[config.mk]
export PLATFORM = sky130hd
export DESIGN_NAME = sktab_front
export DESIGN_NICKNAME = d
export VERILOG_FILES = /design/src/sktab_pkg.sv /design/src/sktab_front.sv
export SDC_FILE = /design/constraint.sdc
export NUM_CORES = 1
export LEC_CHECK = 0
export BUFFER_PORTS_ARGS = -buffer_cell sky130_fd_sc_hd__buf_2
export CORE_AREA = 4 4 118 120
export CTS_BUF_LIST = sky130_fd_sc_hd__clkbuf_4 sky130_fd_sc_hd__clkbuf_8
export CTS_CLUSTER_SIZE = 12
export DETAILED_ROUTE_END_ITERATION = 6
export DIE_AREA = 0 0 122 124
export GPL_ROUTABILITY_DRIVEN = 0
export PLACE_DENSITY = 0.74
export SLEW_MARGIN = 15
export SYNTH_ARGS = -nofsm -noshare
export SYNTH_HDL_FRONTEND = slang
export SYNTH_SLANG_ARGS = --single-unit
[constraint.sdc]
create_clock -name clock -period 4.1 [get_ports clock]
set_clock_uncertainty 0.05 [all_clocks]
set_input_delay 0 -clock clock [delete_from_list [all_inputs] [get_ports clock]]
set_output_delay 0 -clock clock [all_outputs]
set_load 0.005 [all_outputs]
[src/sktab_pkg.sv]
// Shared types and constants of the sorted keyed table.
`timescale 1ns / 1ps
`default_nettype none

package sktab_pkg;

   localparam int KEY_W  = 32;
   localparam int QTY_W  = 32;
   localparam int OP_W   = 2;
   localparam int SLOT_W = 7;
   localparam int ENTRY_W = KEY_W + QTY_W;

   // Input word: operation, key and amount packed without gaps, padded to bytes.
   localparam int REQ_BITS = OP_W + KEY_W + QTY_W;
   localparam int REQ_W    = ((REQ_BITS + 7) / 8) * 8;
   // Result word: status, quantity and slot, padded to bytes.
   localparam int RSP_BITS = 2 + QTY_W + SLOT_W;
   localparam int RSP_W    = ((RSP_BITS + 7) / 8) * 8;

   // Depth of the queue between the front and the back.
   localparam int QDEPTH = 2;

   localparam logic [OP_W-1:0] OP_INSERT = 2'd0;
   localparam logic [OP_W-1:0] OP_SEARCH = 2'd1;
   localparam logic [OP_W-1:0] OP_UPDATE = 2'd2;

   localparam logic signed [QTY_W-1:0] QTY_MAX = 32'sh7FFF_FFFF;
   localparam logic signed [QTY_W-1:0] QTY_MIN = 32'sh8000_0000;

   typedef enum logic [1:0] {
      ST_OK      = 2'd0,
      ST_FULL    = 2'd1,
      ST_DUP     = 2'd2,
      ST_MISSING = 2'd3
   } status_type;

   typedef enum logic [1:0] {
      KIND_INSERT,
      KIND_SEARCH,
      KIND_UPDATE,
      KIND_BAD
   } kind_type;

   typedef struct packed {
      kind_type                 kind;
      logic signed [KEY_W-1:0]  key;
      logic signed [QTY_W-1:0]  amount;
   } work_type;

   typedef struct packed {
      logic     valid;
      work_type work;
   } queue_head_type;

endpackage

`default_nettype wire

[src/sktab_front.sv]
// Front end: accepts request words, classifies the operation and queues the work.
`timescale 1ns / 1ps
`default_nettype none

module sktab_front (
   input  wire logic                          clock,
   input  wire logic                          reset,
   input  wire logic                          req_tvalid,
   output      logic                          req_tready,
   input  wire logic [sktab_pkg::REQ_W-1:0]   req_tdata,
   output      sktab_pkg::queue_head_type     head,
   input  wire logic                          pop
);

   import sktab_pkg::*;

   localparam int PW = (QDEPTH > 1) ? $clog2(QDEPTH) : 1;
   localparam int FW = $clog2(QDEPTH + 1);

   work_type          slots_ff [QDEPTH];
   logic [PW-1:0]     wr_ptr_ff, wr_ptr_in;
   logic [PW-1:0]     rd_ptr_ff, rd_ptr_in;
   logic [FW-1:0]     fill_ff, fill_in;
   work_type          incoming;
   logic              push;
   logic              take;
   logic [OP_W-1:0]   op;

   assign op = req_tdata[OP_W-1:0];

   always_comb begin
      case (op)
         OP_INSERT: incoming.kind = KIND_INSERT;
         OP_SEARCH: incoming.kind = KIND_SEARCH;
         OP_UPDATE: incoming.kind = KIND_UPDATE;
         default:   incoming.kind = KIND_BAD;
      endcase
      incoming.key    = req_tdata[OP_W +: KEY_W];
      incoming.amount = req_tdata[OP_W + KEY_W +: QTY_W];
   end

   assign req_tready = (fill_ff != FW'(QDEPTH));
   assign push       = req_tvalid && req_tready;
   assign take       = pop && (fill_ff != '0);

   always_comb begin
      wr_ptr_in = wr_ptr_ff;
      rd_ptr_in = rd_ptr_ff;
      if (push) begin
         wr_ptr_in = (wr_ptr_ff == PW'(QDEPTH - 1)) ? '0 : wr_ptr_ff + PW'(1);
      end
      if (take) begin
         rd_ptr_in = (rd_ptr_ff == PW'(QDEPTH - 1)) ? '0 : rd_ptr_ff + PW'(1);
      end
      fill_in = fill_ff + FW'(push) - FW'(take);
   end

   always_ff @(posedge clock) begin
      if (reset) begin
         wr_ptr_ff <= '0;
         rd_ptr_ff <= '0;
         fill_ff   <= '0;
      end else begin
         wr_ptr_ff <= wr_ptr_in;
         rd_ptr_ff <= rd_ptr_in;
         fill_ff   <= fill_in;
      end
      if (push) begin
         slots_ff[wr_ptr_ff] <= incoming;
      end
   end

   assign head.valid = (fill_ff != '0);
   assign head.work  = slots_ff[rd_ptr_ff];

endmodule

`default_nettype wire

==> results.tsv <==
metric	value	unit
CTS resizes	0	
CP Data Required Time	4.05	ns
DRC errors left	0	
setup TNS	0	ns
CTS tree	done	
largest net degree at the start of global routing	67	
Pre-antenna DRT Iters	5	
clock slew at reported path FFs	0.07	ns
area of the mapped netlist	5030	sq um
Worst R2R Start	fill_ff[0]	
Largest stage delay, worst path	0.94	ns
Slew Viols, Final	0	
worst reg2reg setup slack	2.12	ns
fillcell total	1058	
Vias/cell	4.50	
IO Pins	144	
RR Endpoint	slots_ff[1][23]	
status	complete, no violations	
Area Overhead vs Synth	38.1	%
Starting DRT DRC Count	117	
final wirelength	9690	microns
# rows	42	
static leakage	2.62	nW
Post-synth EDFFs	132	
die area	15100	sq um
Total GRT Usage	13.1	%
internal power	0.00262	W
final critical-path share of the clock period	48.9	%
CP Data Arrival Time	1.95	ns
clk sinks	137	
worst-skew pair later-pin latency	0.43	ns
fmax	499	MHz
class of the worst hold path	in2reg	
#FFs+latches synth	137	
Final HPWL DP	5640	microns
global-route wire length before repair	14700	microns
CP bufs+invs	1	
fin area	6950	sq um
Die Wd	122	microns
async set-reset flop share out of synthesis	0	%
final hold vios	0	
Clk pwr share	29.0	%
critical path class	reg2out	
initial antenna violation count	0	
CORE AREA	13000	sq um
Num CTS Buffers	17	
Clock Path Buffers	2	
Syn Area/Cell	21.3	sq um
unrepaired setup endpoints after global routing	no	
Worst Setup End Kind	output port	
routed via count	2888	
Yosys cell types	25	
IO buf count	137	
Pwr Density	497	nW/um^2
startpoint types	flop	
Logic pwr share	18.4	%
Cell Area, Placed	5890	sq um
Flop pwr share	52.6	%
Critical Path Fanout Max	66	
sequential-to-total area share from yosys stat	80.7	%
setup bufs post-CTS	0	
Slew @ Worst Pin	0.946	ns
n_diodes	0	
syn nets	313	
Layout Nets	532	
clock period minus worst slack	2.00	ns
routed len/inst	15.1	microns
top_reg_cell synth	edfxtp_1	
ANT nets after route	0	
Root Buffer	clkbuf_8	
Sw Pwr	0.000833	W
Synth warnings	0	
slowest CP cell	dfxtp_4	
Initial Util	38.8	%
crit-path cells	mux2_2, buf_2	
Crit path max-delay family	flip-flops	
max_cap viols	0	
GR Overflow Total	0	
Setup-failing EPs final	0	
switch share	24.1	%
CTS HTree Levels	4	
ratio of cells with drive above 1 in the final layout	51.1	%
CP Depth	2	
length in cells of the worst reg-to-reg path	2	
Max-slew headroom	36.9	%
# hold bufs at CTS	70	
die height	124	microns
Setup crit end	head[61]	
VDD IR-drop max	0.334	mV
vias in the first global route	3056	
post-layout util	53.6	%
Cells after Synth	236	
[layout by cell type, fill, tap and decap left out, drive strengths merged]
master,instances
a21bo,2
dlygate4sd3,70
nor2,5
bufinv,2
o21ai,2
a211oi,1
clkbuf,19
nand3,1
or2,1
and2b,1
nor2b,2
mux2,67
dfxtp,5
edfxtp,132
inv,1
clkinv,7
xor2,1
a32oi,1
a21oi,1
buf,139
clkinvlp,2
and3,1
nand2b,1
ha,1
nand3b,1
[final cells by class]
cell class	count	area, sq um	area share [%]
clock buffers	19	249	3.58
clock inverters	11	108	1.55
inverters	1	3.75	0.0540
multi-input cells	89	902	13.0
flip-flops and latches	137	4070	58.5
well taps	176	220	3.17
repair buffers	209	1400	20.2
[synthesized netlist by cell type, types with 2 or more instances]
cell type,number,share of area (%)
nor2_1,5,0.37
edfxtp_1,132,79
nor2b_1,2,0.25
clkbuf_1,2,0.15
o21ai_0,2,0.20
mux2_2,66,15
buf_2,2,0.20
buf_6,4,0.89
dfxtp_1,5,2.0
[registers in the layout (all words and copies together) (netlist names), named ones only]
register,flops
fill_ff,2
rd_ptr_ff,1
slots_ff,132
wr_ptr_ff,1
[worst min path at each step]
stage / startpoint / end / cells past startpoint
3_3_place_gp: req_tdata[30] / slots_ff[1][60] / 1
4_1_cts: req_tdata[30] / slots_ff[1][60] / 2
6_report: req_tdata[30] / slots_ff[1][60] / 2
3_5_place_dp: req_tdata[30] / slots_ff[0][60] / 1
2_1_floorplan: reset / wr_ptr_ff / 1
5_1_grt: req_tdata[64] / slots_ff[0][30] / 2
[per-layer routing]
layer	part of all wire [%]	track usage [%]
met5	0	0
met4	1.4	5.46
met3	6.7	5.00
met2	54	23.1
met1	38	14.2
[cell families after synthesis]
logic type      Yosys count  synth area share (%)
flops                   137                  80.7
xor+xnor                  1                 0.174
buf+inv                  10                  1.47
mux                      67                  15.0
fa+ha+maj                 1                 0.248
simple gates             13                  1.39
compound gates            7                  1.02
[stage by stage]
step	std cells	worst slack, ns	power, W	hold slack [ns]
floorplan	236	1.41	0.00218	0.0191
global placement	542	2.18	0.00242	0.137
detailed placement	542	2.12	0.00243	0.142
CTS	642	2.03	0.00351	0.192
global route	642	1.95	0.00364	0.194
finish	642	2.10	0.00345	0.239
[power groups by stage]
stage | registers [W] | clock network [W] | logic [W]
after global placement | 0.00184 | 0 | 0.000578
after global routing | 0.00184 | 0.00110 | 0.000698
final | 0.00182 | 0.00100 | 0.000634
after floorplan | 0.00177 | 0 | 0.000409
after detailed placement | 0.00185 | 0 | 0.000584
after CTS | 0.00182 | 0.00104 | 0.000646
(Power assumes the default switching activity.)
